===== src/bptl_pkg.sv =====
// Shared types and constants for the paper tape loader.
`default_nettype none

package bptl_pkg;

    typedef enum logic [2:0] {
        PH_SEEK,
        PH_LEADER,
        PH_SEGMENT,
        PH_DONE,
        PH_FAILED
    } phase_t;

    localparam logic [1:0] STATUS_LOADING = 2'd0;
    localparam logic [1:0] STATUS_DONE    = 2'd1;
    localparam logic [1:0] STATUS_FAILED  = 2'd2;

    // frame type held in frame bits 13:12
    localparam logic [1:0] FT_DATA   = 2'd0;
    localparam logic [1:0] FT_ORIGIN = 2'd1;
    localparam logic [1:0] FT_BAD    = 2'd2;
    localparam logic [1:0] FT_FIELD  = 2'd3;

    localparam logic [7:0]  LEADER_BYTE    = 8'o200;
    localparam logic [13:0] LEADER_FRAME   = 14'o20000;
    localparam logic [15:0] START_ADDRESS  = 16'o200;
    localparam logic [15:0] MEM_SIZE_RESET = 16'd32768;

    typedef struct packed {
        phase_t      phase;
        logic [6:0]  first_half;
        logic        half_pending;
        logic [11:0] held_frame;
        logic        held_valid;
        logic [15:0] load_address;
        logic [11:0] byte_sum;
        logic        segment_nonempty;
        logic [15:0] total_words;
        logic [15:0] segment_count;
    } state_t;

    typedef struct packed {
        logic        write_enable;
        logic [14:0] write_address;
        logic [11:0] write_data;
        logic [1:0]  load_status;
        logic [15:0] words_loaded;
        logic [15:0] segments_loaded;
    } result_t;

    function automatic logic [15:0] sat_inc16(input logic [15:0] v);
        sat_inc16 = (v == 16'hFFFF) ? v : v + 16'd1;
    endfunction

endpackage

`default_nettype wire


===== src/bptl_core.sv =====
// Loader state register and the per-item frame decode, checksum and store logic.
`default_nettype none

module bptl_core #(
    parameter int ADDRESS_BITS = 15
) (
    input  wire logic              aclk,
    input  wire logic              aresetn,
    input  wire logic              step_en,
    input  wire logic [7:0]        tape_byte,
    input  wire logic              end_of_tape,
    input  wire logic              cfg_we,
    input  wire logic [15:0]       cfg_data,
    output bptl_pkg::result_t      result
);

    localparam logic [15:0] ADDR_MASK = 16'((32'd1 << ADDRESS_BITS) - 32'd1);

    bptl_pkg::state_t state_reg;
    bptl_pkg::state_t state_next;
    logic [15:0]      mem_size_reg;

    always_ff @(posedge aclk) begin
        if (!aresetn) begin
            mem_size_reg <= bptl_pkg::MEM_SIZE_RESET;
        end else if (cfg_we) begin
            mem_size_reg <= cfg_data;
        end
    end

    always_ff @(posedge aclk) begin
        if (!aresetn) begin
            state_reg.phase            <= bptl_pkg::PH_SEEK;
            state_reg.first_half       <= '0;
            state_reg.half_pending     <= 1'b0;
            state_reg.held_frame       <= '0;
            state_reg.held_valid       <= 1'b0;
            state_reg.load_address     <= bptl_pkg::START_ADDRESS;
            state_reg.byte_sum         <= '0;
            state_reg.segment_nonempty <= 1'b0;
            state_reg.total_words      <= '0;
            state_reg.segment_count    <= '0;
        end else if (step_en) begin
            state_reg <= state_next;
        end
    end

    always_comb begin
        logic [13:0] frame;
        logic        whole;
        logic        in_segment;
        logic        frame_done;
        logic        addr_over;
        logic [11:0] chk;

        state_next            = state_reg;
        result.write_enable   = 1'b0;
        result.write_address  = '0;
        result.write_data     = '0;
        frame                 = '0;
        whole                 = 1'b0;
        in_segment            = 1'b0;
        frame_done            = 1'b0;
        addr_over             = 1'b0;
        chk                   = '0;

        if (state_reg.phase == bptl_pkg::PH_DONE || state_reg.phase == bptl_pkg::PH_FAILED) begin
            // terminal: hold
        end else if (end_of_tape) begin
            state_next.phase = (state_reg.phase == bptl_pkg::PH_LEADER) ?
                               bptl_pkg::PH_DONE : bptl_pkg::PH_FAILED;
        end else if (state_reg.phase == bptl_pkg::PH_SEEK) begin
            if (tape_byte == bptl_pkg::LEADER_BYTE) begin
                state_next.phase        = bptl_pkg::PH_LEADER;
                state_next.byte_sum     = '0;
                state_next.half_pending = 1'b0;
            end
        end else begin
            if (!state_reg.half_pending) begin
                if (tape_byte[7]) begin
                    frame = {tape_byte, 6'b0};
                    whole = 1'b1;
                end else begin
                    state_next.byte_sum     = state_reg.byte_sum + {4'b0, tape_byte};
                    state_next.first_half   = tape_byte[6:0];
                    state_next.half_pending = 1'b1;
                end
            end else begin
                state_next.byte_sum     = state_reg.byte_sum + {4'b0, tape_byte};
                frame                   = {1'b0, state_reg.first_half, tape_byte[5:0]};
                state_next.half_pending = 1'b0;
                whole                   = 1'b1;
            end

            if (whole) begin
                if (state_reg.phase == bptl_pkg::PH_LEADER) begin
                    if (frame != bptl_pkg::LEADER_FRAME) begin
                        // first non-leader frame opens a segment
                        state_next.phase            = bptl_pkg::PH_SEGMENT;
                        state_next.load_address     = bptl_pkg::START_ADDRESS;
                        state_next.segment_nonempty = 1'b0;
                        state_next.held_valid       = 1'b0;
                        in_segment                  = 1'b1;
                    end
                end else begin
                    in_segment = 1'b1;
                end
            end

            if (in_segment) begin
                if (state_next.held_valid) begin
                    state_next.held_valid = 1'b0;
                    if (frame == bptl_pkg::LEADER_FRAME) begin
                        // held word is the checksum, its own bytes taken back out
                        chk = state_next.byte_sum
                              - {6'b0, state_next.held_frame[11:6]}
                              - {6'b0, state_next.held_frame[5:0]};
                        frame_done = 1'b1;
                        if (chk != state_next.held_frame || !state_next.segment_nonempty) begin
                            state_next.phase = bptl_pkg::PH_FAILED;
                        end else begin
                            state_next.segment_count = bptl_pkg::sat_inc16(state_reg.segment_count);
                            state_next.phase         = bptl_pkg::PH_LEADER;
                            state_next.byte_sum      = '0;
                        end
                    end else begin
                        addr_over = (state_next.load_address >= mem_size_reg) ||
                                    ((state_next.load_address & ~ADDR_MASK) != 16'd0);
                        if (addr_over) begin
                            state_next.phase = bptl_pkg::PH_FAILED;
                            frame_done       = 1'b1;
                        end else begin
                            result.write_enable         = 1'b1;
                            result.write_address        = state_next.load_address[14:0];
                            result.write_data           = state_next.held_frame;
                            state_next.load_address     = state_next.load_address + 16'd1;
                            state_next.segment_nonempty = 1'b1;
                            state_next.total_words      = bptl_pkg::sat_inc16(state_reg.total_words);
                        end
                    end
                end

                if (!frame_done) begin
                    unique case (frame[13:12])
                        bptl_pkg::FT_DATA: begin
                            state_next.held_frame = frame[11:0];
                            state_next.held_valid = 1'b1;
                        end
                        bptl_pkg::FT_ORIGIN: begin
                            state_next.load_address = (state_next.load_address & 16'o70000
                                                       & ADDR_MASK) | {4'b0, frame[11:0]};
                        end
                        bptl_pkg::FT_BAD: begin
                            state_next.phase = bptl_pkg::PH_FAILED;
                        end
                        bptl_pkg::FT_FIELD: begin
                            state_next.load_address = ({1'b0, frame[11:9], 12'b0} & ADDR_MASK)
                                                      | bptl_pkg::START_ADDRESS;
                        end
                        default: begin
                            state_next.phase = bptl_pkg::PH_FAILED;
                        end
                    endcase
                end
            end
        end

        unique case (state_next.phase)
            bptl_pkg::PH_DONE:   result.load_status = bptl_pkg::STATUS_DONE;
            bptl_pkg::PH_FAILED: result.load_status = bptl_pkg::STATUS_FAILED;
            default:             result.load_status = bptl_pkg::STATUS_LOADING;
        endcase
        result.words_loaded    = state_next.total_words;
        result.segments_loaded = state_next.segment_count;
    end

endmodule

`default_nettype wire


===== src/bin_paper_tape_loader.sv =====
// Paper tape absolute loader: input register, decode core and result register.
// Throughput: one item per cycle while m_ready is not held low; loader state
// updates as each item moves from the input register through the core into
// the result register.
// Reset (aresetn low, synchronous): seek first leader, counts cleared, load
// address octal 200, memory_size 32768; both pipeline stages emptied.
`default_nettype none

module bin_paper_tape_loader #(
    parameter int ADDRESS_BITS = 15
) (
    input  wire logic        aclk,
    input  wire logic        aresetn,
    input  wire logic        s_valid,
    output logic             s_ready,
    input  wire logic [7:0]  s_tape_byte,
    input  wire logic        s_end_of_tape,
    output logic             m_valid,
    input  wire logic        m_ready,
    output logic             m_write_enable,
    output logic [14:0]      m_write_address,
    output logic [11:0]      m_write_data,
    output logic [1:0]       m_load_status,
    output logic [15:0]      m_words_loaded,
    output logic [15:0]      m_segments_loaded,
    input  wire logic        cfg_write_enable,
    input  wire logic [15:0] cfg_write_data
);

    logic               in_valid_reg;
    logic [7:0]         in_byte_reg;
    logic               in_eot_reg;
    logic               out_valid_reg;
    bptl_pkg::result_t  out_res_reg;
    bptl_pkg::result_t  core_res;
    logic               advance;

    // item moves into the result register when that register is free or draining
    assign advance = in_valid_reg && (!out_valid_reg || m_ready);
    assign s_ready = !in_valid_reg || advance;

    always_ff @(posedge aclk) begin
        if (!aresetn) begin
            in_valid_reg  <= 1'b0;
            out_valid_reg <= 1'b0;
        end else begin
            if (s_ready) begin
                in_valid_reg <= s_valid;
            end
            if (advance) begin
                out_valid_reg <= 1'b1;
            end else if (m_ready) begin
                out_valid_reg <= 1'b0;
            end
        end
    end

    always_ff @(posedge aclk) begin
        if (s_valid && s_ready) begin
            in_byte_reg <= s_tape_byte;
            in_eot_reg  <= s_end_of_tape;
        end
        if (advance) begin
            out_res_reg <= core_res;
        end
    end

    bptl_core #(
        .ADDRESS_BITS(ADDRESS_BITS)
    ) u_core (
        .aclk        (aclk),
        .aresetn     (aresetn),
        .step_en     (advance),
        .tape_byte   (in_byte_reg),
        .end_of_tape (in_eot_reg),
        .cfg_we      (cfg_write_enable),
        .cfg_data    (cfg_write_data),
        .result      (core_res)
    );

    assign m_valid           = out_valid_reg;
    assign m_write_enable    = out_res_reg.write_enable;
    assign m_write_address   = out_res_reg.write_address;
    assign m_write_data      = out_res_reg.write_data;
    assign m_load_status     = out_res_reg.load_status;
    assign m_words_loaded    = out_res_reg.words_loaded;
    assign m_segments_loaded = out_res_reg.segments_loaded;

    // a bad code after a held word stores it and fails in the same item
    a_no_store_when_done: assert property (@(posedge aclk) disable iff (!aresetn)
        m_valid && m_write_enable |-> m_load_status != bptl_pkg::STATUS_DONE)
        else $error("store reported with a done load status");

    a_idle_store_zero: assert property (@(posedge aclk) disable iff (!aresetn)
        m_valid && !m_write_enable |-> m_write_address == 15'd0 && m_write_data == 12'd0)
        else $error("store fields not cleared on an item without a store");

    a_done_sticks: assert property (@(posedge aclk) disable iff (!aresetn)
        m_valid && m_ready && m_load_status == bptl_pkg::STATUS_DONE
        |=> !m_valid || (m_load_status == bptl_pkg::STATUS_DONE && !m_write_enable))
        else $error("load status left done");

    a_failed_sticks: assert property (@(posedge aclk) disable iff (!aresetn)
        m_valid && m_ready && m_load_status == bptl_pkg::STATUS_FAILED
        |=> !m_valid || (m_load_status == bptl_pkg::STATUS_FAILED && !m_write_enable))
        else $error("load status left failed");

endmodule

`default_nettype wire

===== config.mk =====
export PLATFORM = sky130hd
export DESIGN_NAME = bin_paper_tape_loader
export DESIGN_NICKNAME = d
export VERILOG_FILES = /design/src/bptl_pkg.sv /design/src/bptl_core.sv /design/src/bin_paper_tape_loader.sv
export SDC_FILE = /design/constraint.sdc
export NUM_CORES = 1
export LEC_CHECK = 0
export ABC_AREA = 1
export BUFFER_PORTS_ARGS = -buffer_cell sky130_fd_sc_hd__buf_2
export CAP_MARGIN = 20
export CELL_PAD_IN_SITES_DETAIL_PLACEMENT = 1
export CELL_PAD_IN_SITES_GLOBAL_PLACEMENT = 1
export CORE_MARGIN = 4
export CORE_UTILIZATION = 40
export CTS_BUF_LIST = sky130_fd_sc_hd__clkbuf_2 sky130_fd_sc_hd__clkbuf_4 sky130_fd_sc_hd__clkbuf_8
export DETAILED_ROUTE_END_ITERATION = 6
export PLACE_DENSITY = 0.83
export SYNTH_ARGS = -nofsm -noshare
export SYNTH_HDL_FRONTEND = slang
export SYNTH_SLANG_ARGS = --single-unit

===== constraint.sdc =====
create_clock -name aclk -period 8.9 [get_ports aclk]
set_clock_uncertainty 0.1 [all_clocks]
set_input_delay 0.445 -clock aclk [delete_from_list [all_inputs] [get_ports aclk]]
set_output_delay 0.445 -clock aclk [all_outputs]
set_load 0.01 [all_outputs]

# Yosys cells after proc, flatten, opt, wreduce, memory -nomap -nowiden
# Index checks and enable logic that the tools add are counted.
# word_totals
output_inout_bits	64
word_cells	160
reg_bits	174
# op_classes
magnitude_cmp	1
bitwise	9
eq_ne	15
n_reduce_logical	19
n_addsub	6
n_mux	89
# op_table
cell	n
2-to-1 mux 62 bit	4
2-to-1 mux 17 bit	8
2-to-1 mux 12 bit	9
2-to-1 mux 16 bit	6
2-to-1 mux 85 bit	1
2-to-1 mux 82 bit	1
2-to-1 mux 74 bit	1
2-to-1 mux 14 bit	5
2-to-1 mux 61 bit	1
2-to-1 mux 29 bit	2
adder 16 x 1 -> 16 bit (second input constant)	3
2-to-1 mux 3 bit	14
2-to-1 mux 33 bit	1
== test 16 bit (second input constant)	2
one-hot mux 16 bit (2 select lines)	1
2-to-1 mux 1 bit	29
2-to-1 mux 28 bit	1
subtractor 12 x 6 -> 12 bit	2
>= comparator 16 bit	1
OR 15 x 12 -> 15 bit	1
== test 14 bit (second input constant)	1
2-to-1 mux 7 bit	2
!= test 14 bit (second input constant)	1
2-to-1 mux 13 bit	1
23 further kinds	41

# Longest topological paths before layout
# Gate-level depths: netlist of the first run.
# depth
ltp_word	30
ltp_mapped	34

# Hierarchy
# A second synthesis of the first run with hierarchy kept.
# unflattened
hier_cells	1375
area_unflattened_um2	10287.4
# by_module_without_submodules
module	seq_area_each_um2	area_each_um2	cells_each	n_inst
bptl_core	2021.9	8060.2	1291	1
bin_paper_tape_loader	2172.1	2227.1	84	1

# Worst setup path after synthesis of the first run
# No wires, ideal clock.
# synth_timing
path_type	register to register
start	register in_byte_reg[0]
end	register out_res_reg (netlist bit m_segments_loaded[12]) (data pin)
path_stages_with_launch	33
period_less_slack_ns	4.362
setup_time_ns	0.251
path_slack_ns	4.538
n_path_buf	0
arrival_time_ns	4.011
required_ns	8.549
cell_sequence	edfxtp_1 -> ha_1 -> inv_1 -> fa_1 -> inv_1 -> nand2_1 -> nand2_1 -> nand2_1 -> xor2_1 -> nand2_1 -> o21ai_0 -> fa_1 -> inv_1 -> ha_1 -> a21oi_1 -> o21bai_1 -> inv_1 -> nand2_1 -> inv_1 -> nand3_1 -> nor2_2 -> nand2_1 -> nand2_1 -> nand2_1 -> nand2_1 -> inv_1 -> nand2_1 -> inv_2 -> nand3_1 -> inv_1 -> or2_2 -> nand2_1 -> inv_1
# synth_rtl
item	line_no	source
from (decl)	bin_paper_tape_loader.sv:31	logic [7:0] in_byte_reg;
from (signal assigned)	bin_paper_tape_loader.sv:60	in_byte_reg <= s_tape_byte;
to (signal assigned)	bin_paper_tape_loader.sv:64	out_res_reg <= core_res;
to (decl)	bin_paper_tape_loader.sv:34	bptl_pkg::result_t out_res_reg;

# Worst setup path after layout of the first run
# layout_timing
start	register in_byte_reg[0]
end	register u_core.state_reg[40] (netlist bit)
# layout_via
elab_chain_len	23
# layout_rtl
item	line_no	source
branches (longest 23 deep; another with adder 12 x 8 -> 12 bit)	-	
to (signal assigned)	bptl_core.sv:44	state_reg <= state_next;
to (decl)	bptl_core.sv:19	bptl_pkg::state_t state_reg;
# Several ways; the timed one is not identified. The select of a mux whose other input is x is not followed.
# A chain may end at the register's enable or synchronous reset.

==> run_summary.xml, run 1 <==
<?xml version="1.0" encoding="UTF-8"?>
<metrics>
  <group name="clock_tree">
    <metric name="post_cts_resized" unit="">0</metric>
    <metric name="cts_setup_buffers" unit="">0</metric>
    <metric name="h-tree-depth" unit="">4</metric>
    <metric name="clkSlewWorstSetupHoldPaths" unit="ns">0.10</metric>
    <metric name="clk_sink_count" unit="">174</metric>
    <metric name="cts_tree" unit="">built</metric>
    <metric name="tritoncts.num_buffers" unit="">17</metric>
    <metric name="clock_tree.root_cell" unit="">sky130_fd_sc_hd__clkbuf_8</metric>
    <metric name="hold_fix_buffers_at_cts" unit="">0</metric>
    <metric name="cts_buffer_depth" unit="">2</metric>
    <metric name="worstSkewPairLatency" unit="ns">0.48</metric>
  </group>
  <group name="yosys">
    <metric name="synth_async_sr_flop_share" unit="">0</metric>
    <metric name="synth_sequential_area_ratio" unit="">0.4263</metric>
    <metric name="netlist_area_pre_place" unit="µm²">9838</metric>
    <metric name="synth-edff-count" unit="">71</metric>
    <metric name="yosysWarnings" unit="">0</metric>
    <metric name="ys_ff_latch" unit="">174</metric>
    <metric name="syn-num-nets" unit="">1365</metric>
    <metric name="post_synth_inst_count" unit="">1294</metric>
    <metric name="synthDistinctLibCells" unit="">51</metric>
    <metric name="dominantRegCellSynth" unit="">sky130_fd_sc_hd__dfxtp_1</metric>
    <metric name="mean_syn_cell_area" unit="µm²">7.603</metric>
  </group>
  <group name="flow_run">
    <metric name="drv.max_cap_violation_count" unit="">0</metric>
  </group>
  <group name="route">
    <metric name="vias" unit="">8738</metric>
    <metric name="antenna_left" unit="">0</metric>
    <metric name="top_signal_layer_used" unit="">met4</metric>
    <metric name="wirelength_met1" unit="µm">12420</metric>
    <metric name="wirelength" unit="µm">27430</metric>
    <metric name="detail_route.first_pass.iterations" unit="">5</metric>
    <metric name="dr.first_iter.drc_count" unit="">452</metric>
    <metric name="wl_per_cell" unit="µm">16.02</metric>
    <metric name="route.detailed.vias_per_inst" unit="">5.104</metric>
    <metric name="drcViolationCount" unit="">0</metric>
    <metric name="met3_wirelength" unit="µm">1000</metric>
    <metric name="met2WireLength" unit="µm">13500</metric>
  </group>
  <group name="sta">
    <metric name="rsz0062_at_grt" unit="">no</metric>
    <metric name="worst_pin_slew" unit="ns">1.010</metric>
    <metric name="maxClockFrequency" unit="GHz">0.1840</metric>
    <metric name="min_period_over_period" unit="">0.6107</metric>
    <metric name="finalHoldViolations" unit="">0</metric>
    <metric name="setup-tns-final" unit="ns">0</metric>
    <metric name="slew_headroom" unit="">0.3240</metric>
    <metric name="fin_crit" unit="ns">5.435</metric>
    <metric name="setup_viol" unit="">0</metric>
    <metric name="hold_slack" unit="ns">0.04298</metric>
    <metric name="finalMaxSlewViolations" unit="">0</metric>
  </group>
  <group name="status">
    <metric name="run_status" unit="">complete, no violations</metric>
  </group>
  <group name="floorplan">
    <metric name="boundaryPins" unit="">94</metric>
    <metric name="floorplan.initialDensity" unit="">0.4057</metric>
    <metric name="fp.coreArea" unit="µm²">24250</metric>
    <metric name="num_rows" unit="">57</metric>
    <metric name="fp.dieArea" unit="µm²">27170</metric>
    <metric name="dieHeight" unit="µm">164.8</metric>
    <metric name="die_w" unit="µm">164.8</metric>
  </group>
  <group name="critical_path">
    <metric name="critical_path_required_time" unit="ns">9.20</metric>
    <metric name="crit_arrival" unit="ns">5.73</metric>
    <metric name="timing.critical_path.from_type" unit="">flop</metric>
    <metric name="timing.critical_path.mode_cell" unit="">sky130_fd_sc_hd__nand2_1</metric>
    <metric name="endpoint_kind" unit="">flop</metric>
    <metric name="crit_slowest_cell" unit="">sky130_fd_sc_hd__nor2_1</metric>
    <metric name="worst-setup-path-type" unit="">flop to flop</metric>
    <metric name="path_delay_family" unit="">simple AND/OR/NAND/NOR gates</metric>
    <metric name="cp_num_buf_inv" unit="">6</metric>
    <metric name="critical_path.max_stage_delay" unit="ns">0.77</metric>
    <metric name="cp_max_fo" unit="">12</metric>
  </group>
  <group name="final_layout">
    <metric name="combined_area_of_the_multi_input_logic_cells" unit="µm²">4596</metric>
    <metric name="antenna_cells_inserted" unit="">0</metric>
    <metric name="drive_gt1_frac" unit="">0.1246</metric>
    <metric name="max_reg_flops" unit="">85</metric>
    <metric name="fillerInstances" unit="">3146</metric>
    <metric name="ff_latch_area" unit="µm²">4194</metric>
    <metric name="flow.area_growth_from_synthesis" unit="%">11.53</metric>
    <metric name="layout.nets" unit="">1447</metric>
  </group>
  <group name="placed_design">
    <metric name="dp_hpwl" unit="µm">20960</metric>
    <metric name="portBuffers" unit="">93</metric>
    <metric name="routabilityCongestion" unit="">0.8802</metric>
  </group>
  <group name="global_route">
    <metric name="number_of_global_route_vias_before_repair" unit="">9068</metric>
    <metric name="largest_net_degree_at_the_start_of_global_routing" unit="">62</metric>
    <metric name="globalRoute.totalOverflow" unit="">0</metric>
    <metric name="grt_antenna_before_repair" unit="">0</metric>
    <metric name="grt_first_pass_wirelength" unit="µm">45530</metric>
    <metric name="grt_use_total" unit="">0.2087</metric>
  </group>
  <group name="power_and_ir_drop">
    <metric name="vdd_ir_drop_max" unit="mV">0.07144</metric>
    <metric name="power_density_normalized_to_cell_area" unit="nW/µm²">155.4</metric>
    <metric name="power.static_leakage" unit="nW">4.769</metric>
  </group>
  <group name="min_path">
    <metric name="hold_path.class" unit="">input port to flop</metric>
  </group>
</metrics>
## cells in the mapped netlist, types with 5 or more instances
library cell,n,area (µm²)
sky130_fd_sc_hd__nor2_1,109,409.1
sky130_fd_sc_hd__edfxtp_1,71,2132
sky130_fd_sc_hd__o21ai_0,98,490.5
sky130_fd_sc_hd__nor3_1,14,70.07
sky130_fd_sc_hd__ha_1,34,425.4
sky130_fd_sc_hd__nand4_1,16,100.1
sky130_fd_sc_hd__nor2_2,7,43.79
sky130_fd_sc_hd__a21oi_1,124,620.6
sky130_fd_sc_hd__nand3b_1,7,52.55
sky130_fd_sc_hd__nand3_1,73,365.4
sky130_fd_sc_hd__dfxtp_1,103,2062
sky130_fd_sc_hd__fa_1,7,140.1
sky130_fd_sc_hd__inv_2,8,30.03
sky130_fd_sc_hd__o211ai_1,5,37.54
sky130_fd_sc_hd__o21ai_1,17,85.08
sky130_fd_sc_hd__inv_1,214,803.3
sky130_fd_sc_hd__nor4_1,8,50.05
sky130_fd_sc_hd__xor2_1,29,254.0
sky130_fd_sc_hd__nand2_1,260,975.9
sky130_fd_sc_hd__clkbuf_1,26,97.59
## path summary, 6_finish.rpt
check	from	endpoint	slack [ns]	depth (start not counted)
max	in_byte_reg[0]	u_core.state_reg[40]	3.46	30
max reg2reg	in_byte_reg[0]	u_core.state_reg[40]	3.46	30
min	s_tape_byte[2]	in_byte_reg[2]	0.04	1
min reg2reg	u_core.mem_size_reg[13]	u_core.mem_size_reg[13]	0.36	2
## logic make-up (layout without fill, tap and decap cells)
| group | Yosys count | after routing | synth area share |
|---|---|---|---|
| simple gates | 518 | 518 | 0.2385 |
| buf+inv | 265 | 359 | 0.1066 |
| compound gates | 264 | 264 | 0.1427 |
| flops | 174 | 174 | 0.4263 |
| fa+ha+maj | 41 | 41 | 0.05748 |
| xor+xnor | 32 | 32 | 0.02849 |
## cells in the final DEF (no fill, tap or decap), types with 14 or more instances in the layout
cell	synthesis	routed
sky130_fd_sc_hd__inv_1	214	213
sky130_fd_sc_hd__nor2_1	109	109
sky130_fd_sc_hd__nand3_1	73	73
sky130_fd_sc_hd__nand4_1	16	16
sky130_fd_sc_hd__dfxtp_1	103	103
sky130_fd_sc_hd__clkbuf_8	0	17
sky130_fd_sc_hd__nor3_1	14	14
sky130_fd_sc_hd__ha_1	34	34
sky130_fd_sc_hd__nand2_1	260	260
sky130_fd_sc_hd__xor2_1	29	29
sky130_fd_sc_hd__a21oi_1	124	124
sky130_fd_sc_hd__edfxtp_1	71	71
sky130_fd_sc_hd__o21ai_0	98	98
sky130_fd_sc_hd__o21ai_1	17	17
sky130_fd_sc_hd__buf_2	4	93
## final cells by class
type                    count  area share
clock buffers              18     0.02201
flip-flops and latches    174      0.3822
well taps                 324     0.03694
multi-input cells         855      0.4188
repair buffers             99     0.04652
clock inverters            13     0.01403
inverters                 229     0.07948
## metal layers
layer	global-route usage	up-vias
li1	-	4360
met1	0.2678	4185
met2	0.3682	162
met3	0.03045	31
met4	0.05444	0
met5	0	-
## metrics by stage
stage | area [µm²] | power (mW) | setup slack, ns | instances | util
finish | 10970 | 1.705 | 3.465 | 1712 | 0.4525
global route | 10970 | 1.795 | 2.931 | 1712 | 0.4525
CTS | 10970 | 1.720 | 3.500 | 1712 | 0.4525
detailed placement | 10580 | 1.149 | 3.577 | 1681 | 0.4362
global placement | 10580 | 1.138 | 3.708 | 1681 | 0.4362
floorplan | 9838 | 1.074 | 4.538 | 1294 | -
## power breakdown
part           total (mW)  switching (mW)  internal (mW)
clock network       0.574           0.316          0.258
logic               0.240           0.161         0.0788
registers           0.891          0.0236          0.868
Power figures use the tool's default switching activity.
==> inputs of run 2 (changes only) <==
==> constraint.sdc (replaced) <==
create_clock -name aclk -period 5.5 [get_ports aclk]
set_clock_uncertainty 0.1 [all_clocks]
set_input_delay 0.275 -clock aclk [delete_from_list [all_inputs] [get_ports aclk]]
set_output_delay 0.275 -clock aclk [all_outputs]
set_load 0.01 [all_outputs]
==> run 2 against run 1 <==
Effect of this change: critical path depth rose by 1; routed wire length rose by 4.8%; global-route usage rose by 0.74 points; critical endpoint is now m_segments_loaded[3].
==> run_summary.xml, run 2 (synthesis results as in run 1) <==
<?xml version="1.0" encoding="UTF-8"?>
<metrics>
  <group name="power_and_ir_drop">
    <metric name="power.sequential.fraction" unit="">0.513</metric>
    <metric name="share_comb_of_total_power" unit="">0.147</metric>
    <metric name="power.static_leakage" unit="nW">4.931</metric>
    <metric name="power.total" unit="mW">2.814</metric>
    <metric name="total_switching_power" unit="mW">0.8383</metric>
    <metric name="power_density_normalized_to_cell_area" unit="nW/µm²">248.0</metric>
    <metric name="power.share.switching" unit="">0.2979</metric>
    <metric name="vdd_ir_drop_max" unit="mV">0.1172</metric>
    <metric name="clockPowerShare" unit="">0.341</metric>
    <metric name="internal_power" unit="mW">1.976</metric>
  </group>
  <group name="status">
    <metric name="run_status" unit="">complete, no violations</metric>
  </group>
  <group name="final_layout">
    <metric name="flow.area_growth_from_synthesis" unit="%">15.33</metric>
    <metric name="fillerInstances" unit="">3103</metric>
    <metric name="final_cell_mix" unit="">sky130_fd_sc_hd__nand2_1, sky130_fd_sc_hd__inv_1, sky130_fd_sc_hd__a21oi_1</metric>
    <metric name="commonest_non_fill_non_tap_cell_in_the_layout" unit="">sky130_fd_sc_hd__nand2_1</metric>
    <metric name="antenna_cells_inserted" unit="">0</metric>
    <metric name="max_reg_flops" unit="">85</metric>
    <metric name="layout.nets" unit="">1483</metric>
    <metric name="drive_gt1_frac" unit="">0.1291</metric>
    <metric name="utilization" unit="">0.4679</metric>
    <metric name="stdcell_area" unit="µm²">11350</metric>
  </group>
  <group name="placed_design">
    <metric name="routabilityCongestion" unit="">0.9038</metric>
    <metric name="place_ws" unit="ns">0.5368</metric>
    <metric name="dp_hpwl" unit="µm">21570</metric>
    <metric name="total_placed_instance_area" unit="µm²">10640</metric>
    <metric name="portBuffers" unit="">93</metric>
  </group>
  <group name="critical_path">
    <metric name="crit_slowest_cell" unit="">sky130_fd_sc_hd__fa_1</metric>
    <metric name="cp_num_buf_inv" unit="">8</metric>
    <metric name="critical_path_required_time" unit="ns">5.63</metric>
    <metric name="critical_path.max_stage_delay" unit="ns">0.56</metric>
    <metric name="worst-setup-path-type" unit="">flop to flop</metric>
    <metric name="cp_max_fo" unit="">10</metric>
    <metric name="endpoint_kind" unit="">flop</metric>
    <metric name="path_delay_family" unit="">adder cells</metric>
    <metric name="timing.critical_path.from_type" unit="">flop</metric>
    <metric name="crit_arrival" unit="ns">5.13</metric>
    <metric name="timing.critical_path.mode_cell" unit="">sky130_fd_sc_hd__nand2_1</metric>
  </group>
  <group name="sta">
    <metric name="setup_viol" unit="">0</metric>
    <metric name="setup-tns-final" unit="ns">0</metric>
    <metric name="maxClockFrequency" unit="GHz">0.1999</metric>
    <metric name="rsz0062_at_grt" unit="">no</metric>
    <metric name="finalMaxSlewViolations" unit="">0</metric>
    <metric name="slew_headroom" unit="">0.4333</metric>
    <metric name="finalHoldViolations" unit="">0</metric>
    <metric name="min_period_over_period" unit="">0.9097</metric>
    <metric name="worst_pin_slew" unit="ns">0.8501</metric>
    <metric name="fin_crit" unit="ns">5.003</metric>
    <metric name="worst_slack" unit="ns">0.4967</metric>
  </group>
  <group name="clock_tree">
    <metric name="clk_sink_count" unit="">174</metric>
    <metric name="clkSlewWorstSetupHoldPaths" unit="ns">0.10</metric>
    <metric name="tritoncts.num_buffers" unit="">17</metric>
    <metric name="clock_tree.root_cell" unit="">sky130_fd_sc_hd__clkbuf_8</metric>
    <metric name="worstSkewPairLatency" unit="ns">0.47</metric>
    <metric name="cts_tree" unit="">built</metric>
    <metric name="h-tree-depth" unit="">4</metric>
    <metric name="cts_buffer_depth" unit="">2</metric>
  </group>
  <group name="floorplan">
    <metric name="num_rows" unit="">57</metric>
    <metric name="die_w" unit="µm">164.8</metric>
    <metric name="floorplan.initialDensity" unit="">0.4057</metric>
    <metric name="fp.coreArea" unit="µm²">24250</metric>
    <metric name="fp.dieArea" unit="µm²">27170</metric>
    <metric name="dieHeight" unit="µm">164.8</metric>
    <metric name="boundaryPins" unit="">94</metric>
  </group>
  <group name="route">
    <metric name="drcViolationCount" unit="">0</metric>
    <metric name="vias" unit="">9024</metric>
    <metric name="route.detailed.vias_per_inst" unit="">5.160</metric>
    <metric name="detail_route.first_pass.iterations" unit="">5</metric>
    <metric name="wirelength" unit="µm">28730</metric>
    <metric name="dr.first_iter.drc_count" unit="">446</metric>
    <metric name="antenna_left" unit="">0</metric>
    <metric name="wl_per_cell" unit="µm">16.43</metric>
  </group>
  <group name="global_route">
    <metric name="largest_net_degree_at_the_start_of_global_routing" unit="">69</metric>
    <metric name="globalRoute.totalOverflow" unit="">0</metric>
    <metric name="grt_antenna_before_repair" unit="">0</metric>
    <metric name="grt_first_pass_wirelength" unit="µm">46840</metric>
    <metric name="grt_use_total" unit="">0.2161</metric>
    <metric name="number_of_global_route_vias_before_repair" unit="">9398</metric>
  </group>
  <group name="min_path">
    <metric name="hold_path.class" unit="">input port to flop</metric>
  </group>
  <group name="flow_run">
    <metric name="drv.max_cap_violation_count" unit="">0</metric>
  </group>
</metrics>
[run 2: cell type report]
type	count	area, µm²	area share
clock buffers	18	241.5	0.02128
repair buffers	135	850.8	0.07499
inverters	229	872.1	0.07686
flip-flops and latches	174	4194	0.3697
clock inverters	14	171.4	0.01511
well taps	324	405.4	0.03573
multi-input cells	855	4611	0.4064
[run 2: final timing paths]
kind,startpoint,endpoint,slack [ns],depth (start not counted)
hold / removal,cfg_write_enable,u_core.mem_size_reg[0],0.02,3
hold reg to reg,u_core.mem_size_reg[1],u_core.mem_size_reg[1],0.37,2
setup / recovery,in_byte_reg[0],m_segments_loaded[3],0.50,31
setup reg to reg,in_byte_reg[0],m_segments_loaded[3],0.50,31
[run 2: through the flow]
step                hold WS [ns]  instances
floorplan                 0.2739       1294
global placement          0.3523       1689
detailed placement        0.3538       1689
CTS                    0.0003777       1749
global route             0.05821       1749
finish                   0.01626       1749
[run 2: power by group through the flow]
stage | sequential (mW) | clock (mW) | combinational [mW]
2_1_floorplan | 1.47 | 0 | 0.265
3_3_place_gp | 1.47 | 0 | 0.374
3_5_place_dp | 1.47 | 0 | 0.393
4_1_cts | 1.44 | 0.971 | 0.411
5_1_grt | 1.45 | 1.03 | 0.471
6_report | 1.44 | 0.958 | 0.413
[run 2: what timing repair did]
action | in CTS | in global routing
resized for setup | 0 | 2
hold buffers | 28 | 0
endpoints found under the hold margin | 26 | 0
setup buffers | 0 | 0
endpoints found under the setup margin | 0 | 7
[run 2: metal layers]
metal | GRT usage | wire [µm] | share of wire | vias to the layer above
li1 | - | - | - | 4448
met1 | 0.2685 | 12610 | 0.44 | 4338
met2 | 0.3858 | 14460 | 0.50 | 184
met3 | 0.02845 | 985 | 0.034 | 54
met4 | 0.07335 | 673 | 0.023 | 0
met5 | 0 | 0 | 0 | -
[run 2: worst reg2reg max path, delay by kind of cell, from the launching register on]
kind	cells	cell delay (ns)
simple gates	15	1.38
buf+inv	8	0.66
flops	1	0.39
fa+ha+maj	4	1.56
xor+xnor	2	0.33
compound gates	2	0.35
==> inputs of run 3 (changes only) <==
--- a/config.mk
+++ b/config.mk
@@ -8,7 +8,7 @@
 export ABC_AREA = 1
 export BUFFER_PORTS_ARGS = -buffer_cell sky130_fd_sc_hd__buf_2
 export CAP_MARGIN = 20
-export CELL_PAD_IN_SITES_DETAIL_PLACEMENT = 1
+export CELL_PAD_IN_SITES_DETAIL_PLACEMENT = 0
 export CELL_PAD_IN_SITES_GLOBAL_PLACEMENT = 1
 export CORE_MARGIN = 4
 export CORE_UTILIZATION = 40
==> run 3 against run 2 <==
Effect of this change: count of clock-buffer cells in the layout fell by 1; first-iteration DRC count is 10% higher; non-clock buffer count is 2 higher; sequential cell count stayed put; setup slack improved by 0.091 ns; via count fell by 4.8%; global-route usage fell by 2.8 points; sequential share of layout area about the same; critical path type unchanged; largest power group unchanged; highest routed layer unchanged.
==> run_summary.xml, run 3 (synthesis results as in run 1) <==
<?xml version="1.0" encoding="UTF-8"?>
<metrics>
  <group name="status">
    <metric name="run_status" unit="">complete, no violations</metric>
  </group>
  <group name="floorplan">
    <metric name="floorplan.initialDensity" unit="">0.4057</metric>
    <metric name="num_rows" unit="">57</metric>
    <metric name="die_w" unit="µm">164.8</metric>
    <metric name="fp.coreArea" unit="µm²">24250</metric>
    <metric name="dieHeight" unit="µm">164.8</metric>
    <metric name="boundaryPins" unit="">94</metric>
    <metric name="fp.dieArea" unit="µm²">27170</metric>
  </group>
  <group name="critical_path">
    <metric name="setup.reg_to_reg.worst_slack" unit="ns">0.59</metric>
    <metric name="critical_path.max_stage_delay" unit="ns">0.57</metric>
    <metric name="crit_arrival" unit="ns">5.17</metric>
    <metric name="critical_path_required_time" unit="ns">5.76</metric>
    <metric name="endpoint_kind" unit="">flop</metric>
    <metric name="crit_slowest_cell" unit="">sky130_fd_sc_hd__fa_1</metric>
    <metric name="ff2ff_path_depth" unit="">31</metric>
    <metric name="worst-setup-path-type" unit="">flop to flop</metric>
    <metric name="timing.critical_path.mode_cell" unit="">sky130_fd_sc_hd__nand2_1</metric>
    <metric name="timing.critical_path.from_type" unit="">flop</metric>
    <metric name="worstReg2RegStart" unit="">in_byte_reg[0]</metric>
    <metric name="cp_max_fo" unit="">4</metric>
    <metric name="cp-endpoint" unit="">u_core.state_reg[9]</metric>
    <metric name="r2r_end" unit="">u_core.state_reg[9]</metric>
    <metric name="crit_path_start" unit="">in_byte_reg[0]</metric>
  </group>
  <group name="final_layout">
    <metric name="max_reg_flops" unit="">85</metric>
    <metric name="layout.nets" unit="">1485</metric>
    <metric name="antenna_cells_inserted" unit="">0</metric>
    <metric name="drive_gt1_frac" unit="">0.1268</metric>
    <metric name="commonest_non_fill_non_tap_cell_in_the_layout" unit="">sky130_fd_sc_hd__nand2_1</metric>
    <metric name="final_cell_mix" unit="">sky130_fd_sc_hd__nand2_1, sky130_fd_sc_hd__inv_1, sky130_fd_sc_hd__a21oi_1</metric>
    <metric name="flow.area_growth_from_synthesis" unit="%">15.44</metric>
  </group>
  <group name="clock_tree">
    <metric name="clk_sink_count" unit="">174</metric>
    <metric name="cts_buffer_depth" unit="">2</metric>
    <metric name="cts_tree" unit="">built</metric>
    <metric name="clock_tree.root_cell" unit="">sky130_fd_sc_hd__clkbuf_8</metric>
    <metric name="cts_setup_buffers" unit="">0</metric>
    <metric name="clkSlewWorstSetupHoldPaths" unit="ns">0.10</metric>
    <metric name="worstSkewPairLatency" unit="ns">0.47</metric>
    <metric name="post_cts_resized" unit="">0</metric>
    <metric name="h-tree-depth" unit="">4</metric>
    <metric name="hold_fix_buffers_at_cts" unit="">30</metric>
    <metric name="tritoncts.num_buffers" unit="">17</metric>
  </group>
  <group name="placed_design">
    <metric name="routabilityCongestion" unit="">0.9038</metric>
    <metric name="place_ws" unit="ns">0.6379</metric>
    <metric name="dp_hpwl" unit="µm">18420</metric>
    <metric name="portBuffers" unit="">93</metric>
  </group>
  <group name="sta">
    <metric name="hold_slack" unit="ns">0.3131</metric>
    <metric name="slew_headroom" unit="">0.4447</metric>
    <metric name="rsz0062_at_grt" unit="">no</metric>
    <metric name="setup_viol" unit="">0</metric>
    <metric name="finalMaxSlewViolations" unit="">0</metric>
    <metric name="fin_crit" unit="ns">4.912</metric>
    <metric name="finalHoldViolations" unit="">0</metric>
    <metric name="setup-tns-final" unit="ns">0</metric>
    <metric name="min_period_over_period" unit="">0.8931</metric>
    <metric name="worst_slack" unit="ns">0.5878</metric>
    <metric name="worst_pin_slew" unit="ns">0.8299</metric>
    <metric name="maxClockFrequency" unit="GHz">0.2036</metric>
  </group>
  <group name="global_route">
    <metric name="number_of_global_route_vias_before_repair" unit="">8028</metric>
    <metric name="globalRoute.totalOverflow" unit="">0</metric>
    <metric name="grt_antenna_before_repair" unit="">0</metric>
    <metric name="grt_use_total" unit="">0.1883</metric>
    <metric name="grt_first_pass_wirelength" unit="µm">40880</metric>
    <metric name="largest_net_degree_at_the_start_of_global_routing" unit="">69</metric>
  </group>
  <group name="route">
    <metric name="antenna_left" unit="">0</metric>
    <metric name="vias" unit="">8591</metric>
    <metric name="detail_route.first_pass.iterations" unit="">4</metric>
    <metric name="route.detailed.vias_per_inst" unit="">4.906</metric>
    <metric name="wl_per_cell" unit="µm">14.21</metric>
    <metric name="drcViolationCount" unit="">0</metric>
    <metric name="wirelength" unit="µm">24880</metric>
    <metric name="dr.first_iter.drc_count" unit="">492</metric>
  </group>
  <group name="power_and_ir_drop">
    <metric name="vdd_ir_drop_max" unit="mV">0.1290</metric>
    <metric name="power_density_normalized_to_cell_area" unit="nW/µm²">245.3</metric>
    <metric name="power.static_leakage" unit="nW">4.940</metric>
  </group>
  <group name="flow_run">
    <metric name="drv.max_cap_violation_count" unit="">0</metric>
  </group>
  <group name="min_path">
    <metric name="hold_path.class" unit="">input port to flop</metric>
  </group>
</metrics>
==> run 3: cell count changes in the layout (fill, tap and decap cells not counted), sizes merged <==
| cell | change |
|---|---|
| dlygate4sd3 | +2 |
| clkbuf | -1 |
| clkinv | +5 |
| inv | -4 |
==> run 3: worst min-delay path by stage <==
stage | startpoint | endpoint | slack, ns | cells past startpoint
after floorplan | s_tape_byte[0] | in_byte_reg[0] | 0.27 | 0
after global placement | s_tape_byte[5] | in_byte_reg[5] | 0.35 | 1
after detailed placement | s_tape_byte[6] | in_byte_reg[6] | 0.35 | 1
after CTS | aresetn | u_core.mem_size_reg[13] | 0.29 | 4
after global routing | aresetn | u_core.mem_size_reg[4] | 0.32 | 4
final | aresetn | u_core.mem_size_reg[12] | 0.31 | 4
==> run 3: layout make-up <==
cell class / count / area [µm²]
flip-flops and latches: 174 / 4194
clock inverters: 15 / 185.2
fillers: 2440 / 12890
well taps: 324 / 405.4
multi-input cells: 855 / 4596
repair buffers: 137 / 870.8
clock buffers: 17 / 234.0
inverters: 229 / 872.1
==> run 3: per-stage QoR <==
stage	utilization	instances	instance area [µm²]	power [mW]
3_3_place_gp	0.4387	1689	10640	1.844
2_1_floorplan	-	1294	9838	1.739
4_1_cts	0.4684	1751	11360	2.803
3_5_place_dp	0.4387	1689	10640	1.849
5_1_grt	0.4684	1751	11360	2.930
6_report	0.4684	1751	11360	2.786
==> run 3: routing by layer <==
| layer | wire (µm) | track usage | share of wire | vias to the layer above |
|---|---|---|---|---|
| met5 | 0 | 0 | 0 | - |
| met4 | 390 | 0.05180 | 0.016 | 0 |
| met3 | 949 | 0.03045 | 0.038 | 27 |
| met2 | 11560 | 0.3151 | 0.46 | 173 |
| met1 | 11980 | 0.2531 | 0.48 | 3932 |
| li1 | - | - | - | 4459 |
==> run 3: worst max-delay path: cells and delay by family (launching register included) <==
kind	cells	cell delay [ns]
and+or+nand+nor	15	1.58
adders and majority gates	4	1.54
AOI/OAI and AO/OA	5	0.68
DFF	1	0.39
buffers and inverters	6	0.37
xor gates and xnor gates	1	0.14
==> run 3: where the power goes <==
part | total [mW] | switching, mW | internal, mW
Combinational | 0.397 | 0.254 | 0.143
Sequential | 1.44 | 0.0363 | 1.40
Clock | 0.949 | 0.528 | 0.421
